$ cat config.mk
export PLATFORM = sky130hd
export DESIGN_NAME = fall_alert_controller_flat
export DESIGN_NICKNAME = d
export VERILOG_FILES = /design/src/fac_pkg.sv /design/src/fac_if.sv /design/src/fac_csr.sv /design/src/fac_square.sv /design/src/fac_core.sv /design/src/fall_alert_controller.sv /design/src/flat_wrapper.sv
export SDC_FILE = /design/constraint.sdc
export NUM_CORES = 2
export LEC_CHECK = 0
export ABC_AREA = 1
export CAP_MARGIN = 20
export CORE_MARGIN = 2
export CORE_UTILIZATION = 40
export DETAILED_ROUTE_END_ITERATION = 8
export DONT_BUFFER_PORTS = 1
export GPL_ROUTABILITY_DRIVEN = 0
export GPL_TIMING_DRIVEN = 1
export PLACE_DENSITY_LB_ADDON = 0.25
export SYNTH_ARGS = -nofsm -noshare
export SYNTH_HDL_FRONTEND = slang
export SYNTH_SLANG_ARGS = --single-unit
export TNS_END_PERCENT = 1
$ cat constraint.sdc
create_clock -name clock -period 9.3 [get_ports clock]
set_clock_uncertainty 0.1 [all_clocks]
set_input_delay 0.465 -clock clock [delete_from_list [all_inputs] [get_ports clock]]
set_output_delay 0.465 -clock clock [all_outputs]
set_load 0.05 [all_outputs]
$ cat src/fac_pkg.sv
// fall alert controller package: shared types, register map and constants
// used by the csr, square, core and top modules; depends on nothing
`default_nettype none

package fac_pkg;

   localparam int unsigned AGE_W = 16;
   localparam int unsigned SQ_W = 32;
   localparam int unsigned CSR_AW = 5;
   localparam int unsigned CSR_DW = 32;

   localparam logic [AGE_W-1:0] AGE_MAX = 16'hFFFF;

   // register map, byte address 4*index
   typedef enum logic [2:0] {
      REG_THRESHOLD_SQ = 3'd0,
      REG_CANCEL_WINDOW = 3'd1,
      REG_IMPACT_HOLD = 3'd2,
      REG_BEEP = 3'd3,
      REG_TOGGLE = 3'd4,
      REG_REPORT_PERIOD = 3'd5
   } csr_index_type;

   localparam logic [SQ_W-1:0] RST_THRESHOLD_SQ = 32'd104857600;
   localparam logic [AGE_W-1:0] RST_CANCEL_WINDOW = 16'd3000;
   localparam logic [AGE_W-1:0] RST_IMPACT_HOLD = 16'd10000;
   localparam logic [AGE_W-1:0] RST_BEEP = 16'd200;
   localparam logic [AGE_W-1:0] RST_TOGGLE = 16'd500;
   localparam logic [AGE_W-1:0] RST_REPORT_PERIOD = 16'd60000;

   typedef struct packed {
      logic [SQ_W-1:0] threshold_sq;
      logic [AGE_W-1:0] cancel_window;
      logic [AGE_W-1:0] impact_hold;
      logic [AGE_W-1:0] beep;
      logic [AGE_W-1:0] toggle;
      logic [AGE_W-1:0] report_period;
   } cfg_type;

   // registered input stage: squared axes and button flags
   typedef struct packed {
      logic accel_valid;
      logic [SQ_W-1:0] sq_x;
      logic [SQ_W-1:0] sq_y;
      logic [SQ_W-1:0] sq_z;
      logic sos_press;
      logic cancel_press;
   } sq_item_type;

   typedef struct packed {
      logic buzzer_on;
      logic impact_flag;
      logic report_valid;
      logic report_periodic;
      logic report_impact;
      logic report_sos;
   } rsp_item_type;

endpackage

`default_nettype wire

$ cat src/fac_if.sv
// fall alert controller channels: tick input and result interfaces
// depends on nothing
`default_nettype none

interface fac_req_if;
   logic valid;
   logic ready;
   logic accel_valid;
   logic signed [15:0] accel_x;
   logic signed [15:0] accel_y;
   logic signed [15:0] accel_z;
   logic sos_press;
   logic cancel_press;

   modport source (
      output valid, accel_valid, accel_x, accel_y, accel_z, sos_press, cancel_press,
      input ready
   );
   modport sink (
      input valid, accel_valid, accel_x, accel_y, accel_z, sos_press, cancel_press,
      output ready
   );
endinterface

interface fac_rsp_if;
   logic valid;
   logic ready;
   logic buzzer_on;
   logic impact_flag;
   logic report_valid;
   logic report_periodic;
   logic report_impact;
   logic report_sos;

   modport source (
      output valid, buzzer_on, impact_flag, report_valid, report_periodic,
      report_impact, report_sos,
      input ready
   );
   modport sink (
      input valid, buzzer_on, impact_flag, report_valid, report_periodic,
      report_impact, report_sos,
      output ready
   );
endinterface

`default_nettype wire

$ cat src/fac_csr.sv
// fall alert controller configuration registers behind an apb-style port
// depends on fac_pkg
`default_nettype none

module fac_csr (
   input  wire logic clock,
   input  wire logic reset,
   input  wire logic csr_psel,
   input  wire logic csr_penable,
   input  wire logic csr_pwrite,
   input  wire logic [fac_pkg::CSR_AW-1:0] csr_paddr,
   input  wire logic [fac_pkg::CSR_DW-1:0] csr_pwdata,
   output logic [fac_pkg::CSR_DW-1:0] csr_prdata,
   output logic csr_pready,
   output fac_pkg::cfg_type cfg
);
   import fac_pkg::*;

   cfg_type cfg_ff;
   cfg_type cfg_in;
   csr_index_type idx;
   logic wr_en;

   assign idx = csr_index_type'(csr_paddr[CSR_AW-1:2]);
   assign wr_en = csr_psel && csr_penable && csr_pwrite;
   assign csr_pready = 1'b1;
   assign cfg = cfg_ff;

   always_comb begin
      cfg_in = cfg_ff;
      if (wr_en) begin
         case (idx)
            REG_THRESHOLD_SQ: cfg_in.threshold_sq = csr_pwdata;
            REG_CANCEL_WINDOW: cfg_in.cancel_window = csr_pwdata[AGE_W-1:0];
            REG_IMPACT_HOLD: cfg_in.impact_hold = csr_pwdata[AGE_W-1:0];
            REG_BEEP: cfg_in.beep = csr_pwdata[AGE_W-1:0];
            REG_TOGGLE: cfg_in.toggle = csr_pwdata[AGE_W-1:0];
            REG_REPORT_PERIOD: cfg_in.report_period = csr_pwdata[AGE_W-1:0];
            default: cfg_in = cfg_ff;
         endcase
      end
   end

   always_comb begin
      case (idx)
         REG_THRESHOLD_SQ: csr_prdata = cfg_ff.threshold_sq;
         REG_CANCEL_WINDOW: csr_prdata = {16'd0, cfg_ff.cancel_window};
         REG_IMPACT_HOLD: csr_prdata = {16'd0, cfg_ff.impact_hold};
         REG_BEEP: csr_prdata = {16'd0, cfg_ff.beep};
         REG_TOGGLE: csr_prdata = {16'd0, cfg_ff.toggle};
         REG_REPORT_PERIOD: csr_prdata = {16'd0, cfg_ff.report_period};
         default: csr_prdata = '0;
      endcase
   end

   always_ff @(posedge clock) begin
      if (reset) begin
         cfg_ff.threshold_sq <= RST_THRESHOLD_SQ;
         cfg_ff.cancel_window <= RST_CANCEL_WINDOW;
         cfg_ff.impact_hold <= RST_IMPACT_HOLD;
         cfg_ff.beep <= RST_BEEP;
         cfg_ff.toggle <= RST_TOGGLE;
         cfg_ff.report_period <= RST_REPORT_PERIOD;
      end else begin
         cfg_ff <= cfg_in;
      end
   end

endmodule

`default_nettype wire

$ cat src/fac_square.sv
// fall alert controller input stage: takes a tick item and registers the
// squared axis magnitudes with the button flags; depends on fac_pkg, fac_if
`default_nettype none

module fac_square (
   input  wire logic clock,
   input  wire logic reset,
   fac_req_if.sink req,
   input  wire logic take,
   output logic s1_valid,
   output fac_pkg::sq_item_type s1_item
);
   import fac_pkg::*;

   logic s1_valid_ff;
   logic s1_valid_in;
   sq_item_type s1_item_ff;
   sq_item_type s1_item_in;
   logic accept;

   function automatic logic [SQ_W-1:0] square16(input logic [15:0] v);
      logic [15:0] mag;
      // |-32768| still fits 16 bits unsigned
      mag = v[15] ? (16'd0 - v) : v;
      return mag * mag;
   endfunction

   assign req.ready = !s1_valid_ff || take;
   assign accept = req.valid && req.ready;
   assign s1_valid = s1_valid_ff;
   assign s1_item = s1_item_ff;

   always_comb begin
      s1_item_in.accel_valid = req.accel_valid;
      s1_item_in.sq_x = square16(req.accel_x);
      s1_item_in.sq_y = square16(req.accel_y);
      s1_item_in.sq_z = square16(req.accel_z);
      s1_item_in.sos_press = req.sos_press;
      s1_item_in.cancel_press = req.cancel_press;

      if (accept) begin
         s1_valid_in = 1'b1;
      end else if (take) begin
         s1_valid_in = 1'b0;
      end else begin
         s1_valid_in = s1_valid_ff;
      end
   end

   always_ff @(posedge clock) begin
      if (reset) begin
         s1_valid_ff <= 1'b0;
      end else begin
         s1_valid_ff <= s1_valid_in;
      end
   end

   always_ff @(posedge clock) begin
      if (accept) begin
         s1_item_ff <= s1_item_in;
      end
   end

endmodule

`default_nettype wire

$ cat src/fac_core.sv
// fall alert controller tick logic: impact compare, alert timers, reports,
// buzzer, and the result register; depends on fac_pkg, fac_if
`default_nettype none

module fac_core (
   input  wire logic clock,
   input  wire logic reset,
   input  wire fac_pkg::cfg_type cfg,
   input  wire logic s1_valid,
   input  wire fac_pkg::sq_item_type s1_item,
   output logic take,
   fac_rsp_if.source rsp
);
   import fac_pkg::*;

   logic impact_active_ff, impact_active_in;
   logic [AGE_W-1:0] impact_age_ff, impact_age_in;
   logic fall_alert_ff, fall_alert_in;
   logic [AGE_W-1:0] fall_age_ff, fall_age_in;
   logic impact_pending_ff, impact_pending_in;
   logic sos_pending_ff, sos_pending_in;
   logic alarm_on_ff, alarm_on_in;
   logic beep_active_ff, beep_active_in;
   logic [AGE_W-1:0] beep_age_ff, beep_age_in;
   logic toggle_phase_ff, toggle_phase_in;
   logic [AGE_W-1:0] toggle_age_ff, toggle_age_in;
   logic [AGE_W-1:0] report_age_ff, report_age_in;
   logic buzzer_level_ff, buzzer_level_in;
   logic rsp_valid_ff, rsp_valid_in;
   rsp_item_type res_ff, res_in;
   logic [SQ_W-1:0] sq_sum;
   logic hit;
   logic step;
   logic rep_per, rep_imp, rep_sos;

   function automatic logic [AGE_W-1:0] age_inc(input logic [AGE_W-1:0] a);
      return (a == AGE_MAX) ? a : a + 1'b1;
   endfunction

   // three squares of at most 2^30 each stay below 2^32
   assign sq_sum = s1_item.sq_x + s1_item.sq_y + s1_item.sq_z;
   assign hit = s1_item.accel_valid && (sq_sum > cfg.threshold_sq);

   assign take = !rsp_valid_ff || rsp.ready;
   assign step = s1_valid && take;

   always_comb begin
      impact_active_in = impact_active_ff;
      impact_age_in = impact_age_ff;
      fall_alert_in = fall_alert_ff;
      fall_age_in = fall_age_ff;
      impact_pending_in = impact_pending_ff;
      sos_pending_in = sos_pending_ff;
      alarm_on_in = alarm_on_ff;
      beep_active_in = beep_active_ff;
      beep_age_in = beep_age_ff;
      toggle_phase_in = toggle_phase_ff;
      toggle_age_in = toggle_age_ff;
      report_age_in = report_age_ff;
      buzzer_level_in = buzzer_level_ff;
      res_in = res_ff;
      rep_per = 1'b0;
      rep_imp = 1'b0;
      rep_sos = 1'b0;

      if (step) begin
         impact_age_in = age_inc(impact_age_ff);
         fall_age_in = age_inc(fall_age_ff);
         beep_age_in = age_inc(beep_age_ff);
         toggle_age_in = age_inc(toggle_age_ff);
         report_age_in = age_inc(report_age_ff);

         if (s1_item.sos_press) begin
            beep_active_in = 1'b1;
            beep_age_in = '0;
            buzzer_level_in = 1'b1;
            sos_pending_in = 1'b1;
         end

         // cancel is taken before detection in the same tick
         if (s1_item.cancel_press && fall_alert_in && (fall_age_in < cfg.cancel_window)) begin
            fall_alert_in = 1'b0;
            alarm_on_in = 1'b0;
            buzzer_level_in = 1'b0;
            impact_pending_in = 1'b0;
         end

         if (hit && !impact_active_in) begin
            impact_active_in = 1'b1;
            impact_age_in = '0;
            fall_alert_in = 1'b1;
            fall_age_in = '0;
            alarm_on_in = 1'b1;
         end

         if (fall_alert_in && (fall_age_in >= cfg.cancel_window) && !impact_pending_in) begin
            impact_pending_in = 1'b1;
            fall_alert_in = 1'b0;
         end

         // a saturated age always counts as past the hold
         if (impact_active_in &&
             ((impact_age_in > cfg.impact_hold) || (impact_age_in == AGE_MAX))) begin
            impact_active_in = 1'b0;
            fall_alert_in = 1'b0;
            alarm_on_in = 1'b0;
            buzzer_level_in = 1'b0;
         end

         rep_per = report_age_in >= cfg.report_period;
         if (rep_per) begin
            report_age_in = '0;
         end
         rep_imp = impact_pending_in;
         rep_sos = sos_pending_in;
         impact_pending_in = 1'b0;
         sos_pending_in = 1'b0;

         if (beep_active_in) begin
            if (beep_age_in >= cfg.beep) begin
               buzzer_level_in = 1'b0;
               beep_active_in = 1'b0;
            end
         end else if (alarm_on_in) begin
            if (toggle_age_in >= cfg.toggle) begin
               toggle_phase_in = !toggle_phase_in;
               buzzer_level_in = toggle_phase_in;
               toggle_age_in = '0;
            end
         end else begin
            buzzer_level_in = 1'b0;
            toggle_phase_in = 1'b0;
         end

         res_in.buzzer_on = buzzer_level_in;
         res_in.impact_flag = impact_active_in;
         res_in.report_valid = rep_per || rep_imp || rep_sos;
         res_in.report_periodic = rep_per;
         res_in.report_impact = rep_imp;
         res_in.report_sos = rep_sos;
      end

      if (step) begin
         rsp_valid_in = 1'b1;
      end else if (rsp.ready) begin
         rsp_valid_in = 1'b0;
      end else begin
         rsp_valid_in = rsp_valid_ff;
      end
   end

   always_ff @(posedge clock) begin
      if (reset) begin
         impact_active_ff <= 1'b0;
         impact_age_ff <= '0;
         fall_alert_ff <= 1'b0;
         fall_age_ff <= '0;
         impact_pending_ff <= 1'b0;
         sos_pending_ff <= 1'b0;
         alarm_on_ff <= 1'b0;
         beep_active_ff <= 1'b0;
         beep_age_ff <= '0;
         toggle_phase_ff <= 1'b0;
         toggle_age_ff <= '0;
         report_age_ff <= '0;
         buzzer_level_ff <= 1'b0;
         rsp_valid_ff <= 1'b0;
      end else begin
         impact_active_ff <= impact_active_in;
         impact_age_ff <= impact_age_in;
         fall_alert_ff <= fall_alert_in;
         fall_age_ff <= fall_age_in;
         impact_pending_ff <= impact_pending_in;
         sos_pending_ff <= sos_pending_in;
         alarm_on_ff <= alarm_on_in;
         beep_active_ff <= beep_active_in;
         beep_age_ff <= beep_age_in;
         toggle_phase_ff <= toggle_phase_in;
         toggle_age_ff <= toggle_age_in;
         report_age_ff <= report_age_in;
         buzzer_level_ff <= buzzer_level_in;
         rsp_valid_ff <= rsp_valid_in;
      end
   end

   always_ff @(posedge clock) begin
      res_ff <= res_in;
   end

   assign rsp.valid = rsp_valid_ff;
   assign rsp.buzzer_on = res_ff.buzzer_on;
   assign rsp.impact_flag = res_ff.impact_flag;
   assign rsp.report_valid = res_ff.report_valid;
   assign rsp.report_periodic = res_ff.report_periodic;
   assign rsp.report_impact = res_ff.report_impact;
   assign rsp.report_sos = res_ff.report_sos;

endmodule

`default_nettype wire

$ cat src/fall_alert_controller.sv
// fall alert controller: one tick item in, one result item out.
// path from item accept to result accept: squaring register, then result register.
// throughput one item per cycle; the result register stalls only on rsp ready low.
// reset (synchronous, active high) clears all timers and flags, empties both stages
// and loads the configuration registers with their defaults. no clearing pass.
// depends on fac_pkg, fac_if, fac_csr, fac_square, fac_core
`default_nettype none

module fall_alert_controller (
   input  wire logic clock,
   input  wire logic reset,
   fac_req_if.sink req_ch,
   fac_rsp_if.source rsp_ch,
   input  wire logic csr_psel,
   input  wire logic csr_penable,
   input  wire logic csr_pwrite,
   input  wire logic [fac_pkg::CSR_AW-1:0] csr_paddr,
   input  wire logic [fac_pkg::CSR_DW-1:0] csr_pwdata,
   output logic [fac_pkg::CSR_DW-1:0] csr_prdata,
   output logic csr_pready
);
   import fac_pkg::*;

   cfg_type cfg;
   sq_item_type s1_item;
   logic s1_valid;
   logic take;

   fac_csr u_csr (
      .clock(clock),
      .reset(reset),
      .csr_psel(csr_psel),
      .csr_penable(csr_penable),
      .csr_pwrite(csr_pwrite),
      .csr_paddr(csr_paddr),
      .csr_pwdata(csr_pwdata),
      .csr_prdata(csr_prdata),
      .csr_pready(csr_pready),
      .cfg(cfg)
   );

   fac_square u_square (
      .clock(clock),
      .reset(reset),
      .req(req_ch),
      .take(take),
      .s1_valid(s1_valid),
      .s1_item(s1_item)
   );

   fac_core u_core (
      .clock(clock),
      .reset(reset),
      .cfg(cfg),
      .s1_valid(s1_valid),
      .s1_item(s1_item),
      .take(take),
      .rsp(rsp_ch)
   );

endmodule

`default_nettype wire

$ cat src/flat_wrapper.sv
// flat-port wrapper written by rule: the top's interface ports become plain ports
module fall_alert_controller_flat import fac_pkg::*;
  (clock, reset, csr_psel, csr_penable, csr_pwrite, csr_paddr, csr_pwdata, csr_prdata, csr_pready, req_ch_valid, req_ch_accel_valid, req_ch_accel_x, req_ch_accel_y, req_ch_accel_z, req_ch_sos_press, req_ch_cancel_press, req_ch_ready, rsp_ch_valid, rsp_ch_buzzer_on, rsp_ch_impact_flag, rsp_ch_report_valid, rsp_ch_report_periodic, rsp_ch_report_impact, rsp_ch_report_sos, rsp_ch_ready);
  fac_req_if req_ch_i ();
  fac_rsp_if rsp_ch_i ();
  input  wire logic clock;
  input  wire logic reset;
  input  wire logic csr_psel;
  input  wire logic csr_penable;
  input  wire logic csr_pwrite;
  input  wire logic [fac_pkg::CSR_AW-1:0] csr_paddr;
  input  wire logic [fac_pkg::CSR_DW-1:0] csr_pwdata;
  output logic [fac_pkg::CSR_DW-1:0] csr_prdata;
  output logic csr_pready;
  input wire logic [$bits(req_ch_i.valid)-1:0] req_ch_valid;
  input wire logic [$bits(req_ch_i.accel_valid)-1:0] req_ch_accel_valid;
  input wire logic [$bits(req_ch_i.accel_x)-1:0] req_ch_accel_x;
  input wire logic [$bits(req_ch_i.accel_y)-1:0] req_ch_accel_y;
  input wire logic [$bits(req_ch_i.accel_z)-1:0] req_ch_accel_z;
  input wire logic [$bits(req_ch_i.sos_press)-1:0] req_ch_sos_press;
  input wire logic [$bits(req_ch_i.cancel_press)-1:0] req_ch_cancel_press;
  output wire logic [$bits(req_ch_i.ready)-1:0] req_ch_ready;
  output wire logic [$bits(rsp_ch_i.valid)-1:0] rsp_ch_valid;
  output wire logic [$bits(rsp_ch_i.buzzer_on)-1:0] rsp_ch_buzzer_on;
  output wire logic [$bits(rsp_ch_i.impact_flag)-1:0] rsp_ch_impact_flag;
  output wire logic [$bits(rsp_ch_i.report_valid)-1:0] rsp_ch_report_valid;
  output wire logic [$bits(rsp_ch_i.report_periodic)-1:0] rsp_ch_report_periodic;
  output wire logic [$bits(rsp_ch_i.report_impact)-1:0] rsp_ch_report_impact;
  output wire logic [$bits(rsp_ch_i.report_sos)-1:0] rsp_ch_report_sos;
  input wire logic [$bits(rsp_ch_i.ready)-1:0] rsp_ch_ready;
  assign req_ch_i.valid = req_ch_valid;
  assign req_ch_i.accel_valid = req_ch_accel_valid;
  assign req_ch_i.accel_x = req_ch_accel_x;
  assign req_ch_i.accel_y = req_ch_accel_y;
  assign req_ch_i.accel_z = req_ch_accel_z;
  assign req_ch_i.sos_press = req_ch_sos_press;
  assign req_ch_i.cancel_press = req_ch_cancel_press;
  assign req_ch_ready = req_ch_i.ready;
  assign rsp_ch_valid = rsp_ch_i.valid;
  assign rsp_ch_buzzer_on = rsp_ch_i.buzzer_on;
  assign rsp_ch_impact_flag = rsp_ch_i.impact_flag;
  assign rsp_ch_report_valid = rsp_ch_i.report_valid;
  assign rsp_ch_report_periodic = rsp_ch_i.report_periodic;
  assign rsp_ch_report_impact = rsp_ch_i.report_impact;
  assign rsp_ch_report_sos = rsp_ch_i.report_sos;
  assign rsp_ch_i.ready = rsp_ch_ready;
  fall_alert_controller u_core (.clock(clock), .reset(reset), .req_ch(req_ch_i), .rsp_ch(rsp_ch_i), .csr_psel(csr_psel), .csr_penable(csr_penable), .csr_pwrite(csr_pwrite), .csr_paddr(csr_paddr), .csr_pwdata(csr_pwdata), .csr_prdata(csr_prdata), .csr_pready(csr_pready));
endmodule
==> out/results.ini <==
[run_status]
status=completed

[finish]
nNetsFinal=6066
final_common_cell=inv_1
syn_to_final_growth_pct=8.338
final_cell_mix=inv_1, nand2_1, fa_1
nFillCells=9901
insertedDiodeCount=0
final_layout_size_suffix_gt1_frac=0.03622

[route]
avgRoutedWirePerCell_um=16.23
drt-total-wl_um=102400
drtAntennaViolNets=0
drt-pass1-iter-count=7
vias=31390
dr_wl_met3_um=5321
wl_met2_um=49420
top_layer=met5
drt_iter0_markers=2095
drt-met1-wl_um=45420
drc=0
vias_per_cell=4.973

[die]
die_area_mm2=0.1024
die_h_um=320.1
dieWidth_um=320.1
ios=136
start_util=0.4049
num_rows=115
coreArea_mm2=0.09871

[setup_path]
slowest_stage=fa_1
crit_required_ns=9.51
arrival_ns=7.85
worst_setup_path_start_kind=input pin
crit_top_cell=inv_1
critPathMaxFanout=10
critical_path_class=in2reg
critPathMaxStageDelay_ns=0.55
cp-end-kind=flop

[placed_design]
io_buffers=0
place_hpwl_um=83650

[logic_synthesis]
synth-seq-cells=302
synth_flop_cell=dfxtp_1
ys.warnings.count=0
synthCells=4945
synth_edf_count=102
syn_area_per_cell_um2=8.081
yosysSeqAreaShare=0.1768
syn_area_mm2=0.03996
synth_cell_type_count=64
async_reset_ff_frac=0

[clock_tree]
clock_sinks=302
cts_tree=built
post_cts_resized=0
h-tree-depth=2
clockBufferDepth=3
clk_latency_ns=0.59
cts_buffers=36
clkTransAtPathRegs_ns=0.06
clock-root-buffer=clkbuf_16
postCtsSetupBuffers=0
hold_buffers=38

[global_route]
grt_max_degree=111
grt_pass1_vias=31840
antenna_found_initial=4
grt_use_total=0.2048
gr-total-overflow=0
grt_pass1_wl_um=168100

[sta]
setup_tns_ns=0
min_period_over_period=0.8216
fmax_ghz=0.1309
setup_viol=0
rsz0062_at_grt=false
min_period_ns=7.640
final_max_slew_viol_count=0
hold_viol=0
relSlewSlack=0.2048
tightest_slew_ns=1.215

[min_path]
min_path_type=in2reg

[job]
cap_violations=0

-- synthesized netlist by cell type, drive strengths merged (14+ instances only) --
master / number / area (um2)
inv: 1195 / 4486
nand2: 685 / 2601
fa: 523 / 10470
nor2: 458 / 1754
ha: 450 / 5630
a21oi: 380 / 1943
o21ai: 247 / 1240
dfxtp: 200 / 4004
xor2: 122 / 1069
edfxtp: 102 / 3063
nand3: 94 / 543.0
clkbuf: 88 / 330.3
nor3: 75 / 416.7
xnor2: 58 / 508.0
nand4: 32 / 215.2
o211ai: 22 / 165.2
o22ai: 22 / 137.6
o221ai: 20 / 175.2
o21bai: 17 / 127.6
or2: 15 / 93.84
a31oi: 14 / 87.58
buf: 14 / 87.58
o21a: 14 / 105.1
-- area by class of cell --
type / instances / area (um2) / area share
clock buffers: 43 / 977.2 / 0.02257
clock inverters: 22 / 282.8 / 0.006531
inverters: 1208 / 4541 / 0.1049
multi-input cells: 3371 / 28090 / 0.6487
flip-flops and latches: 302 / 7067 / 0.1632
well taps: 1287 / 1610 / 0.03719
repair buffers: 79 / 729.5 / 0.01685
-- through the flow --
step / hold slack (ns) / cell area [um2] / cells / utilization / setup WS (ns)
2_1_floorplan: 0.3206 / 40100 / 4983 / - / 1.580
3_3_place_gp: 0.3504 / 41600 / 6207 / 0.4214 / 1.205
3_5_place_dp: 0.3525 / 41600 / 6207 / 0.4214 / 1.095
4_1_cts: 0.0006433 / 43260 / 6310 / 0.4382 / 1.688
5_1_grt: 0.02823 / 43290 / 6312 / 0.4386 / 0.9366
6_report: 0.01993 / 43290 / 6312 / 0.4386 / 1.660
-- registers in the layout, indices dropped and copies added, names as in the netlist --
signal and cells:
u_core.u_csr.cfg 112, u_core.u_square.s1_item 96, u_core.u_core.beep_age_ff 16, u_core.u_core.fall_age_ff 16, u_core.u_core.impact_age_ff 16, u_core.u_core.report_age_ff 16
u_core.u_core.toggle_age_ff 16, u_core.u_core.alarm_on_ff 1, u_core.u_core.beep_active_ff 1, u_core.u_core.buzzer_level_ff 1, u_core.u_core.fall_alert_ff 1, u_core.u_core.impact_active_ff 1
u_core.u_core.rsp.buzzer_on 1, u_core.u_core.rsp.impact_flag 1, u_core.u_core.rsp.report_impact 1, u_core.u_core.rsp.report_periodic 1, u_core.u_core.rsp.report_sos 1, u_core.u_core.rsp.report_valid 1
u_core.u_core.rsp.valid 1, u_core.u_core.toggle_phase_ff 1, u_core.u_square.s1_valid 1
-- critical path, delay by kind of cell --
kind / cells / cell delay, ns
simple gates: 13 / 2.28
compound gates: 4 / 0.72
xor+xnor: 1 / 0.17
fa+ha+maj: 8 / 3.57
buf+inv: 7 / 0.64
-- routing by layer --
| layer | GRT usage | vias to the layer above |
|---|---|---|
| met5 | 0 | - |
| met4 | 0.04570 | 6 |
| met3 | 0.02463 | 125 |
| met2 | 0.3551 | 694 |
| met1 | 0.2729 | 15040 |
| li1 | - | 15520 |
-- final timing paths --
kind,start,endpoint,slack (ns),cells after the start
setup reg to reg,u_core.u_square.s1_item[37],u_core.u_core.toggle_age_ff[6],1.95,33
hold / removal,csr_pwdata[31],u_core.u_csr.cfg[111],0.02,2
setup / recovery,req_ch_accel_x[1],u_core.u_square.s1_item[95],1.66,33
hold reg to reg,u_core.u_core.impact_active_ff,u_core.u_core.impact_active_ff,0.37,2
-- cells by family (layout without fill, tap and decap cells) --
| group | count (synthesis) | in the layout | synth area share |
|---|---|---|---|
| buf+inv | 1310 | 1352 | 0.1240 |
| xor+xnor | 180 | 180 | 0.03945 |
| other cells | 2 | 40 | 0.0001879 |
| simple gates | 1388 | 1388 | 0.1461 |
| flops | 302 | 302 | 0.1768 |
| fa+ha+maj | 973 | 973 | 0.4029 |
| compound gates | 790 | 790 | 0.1106 |
Power is not shown: default switching activity piles up to over one toggle a cycle in this logic, so the estimate is an artifact.
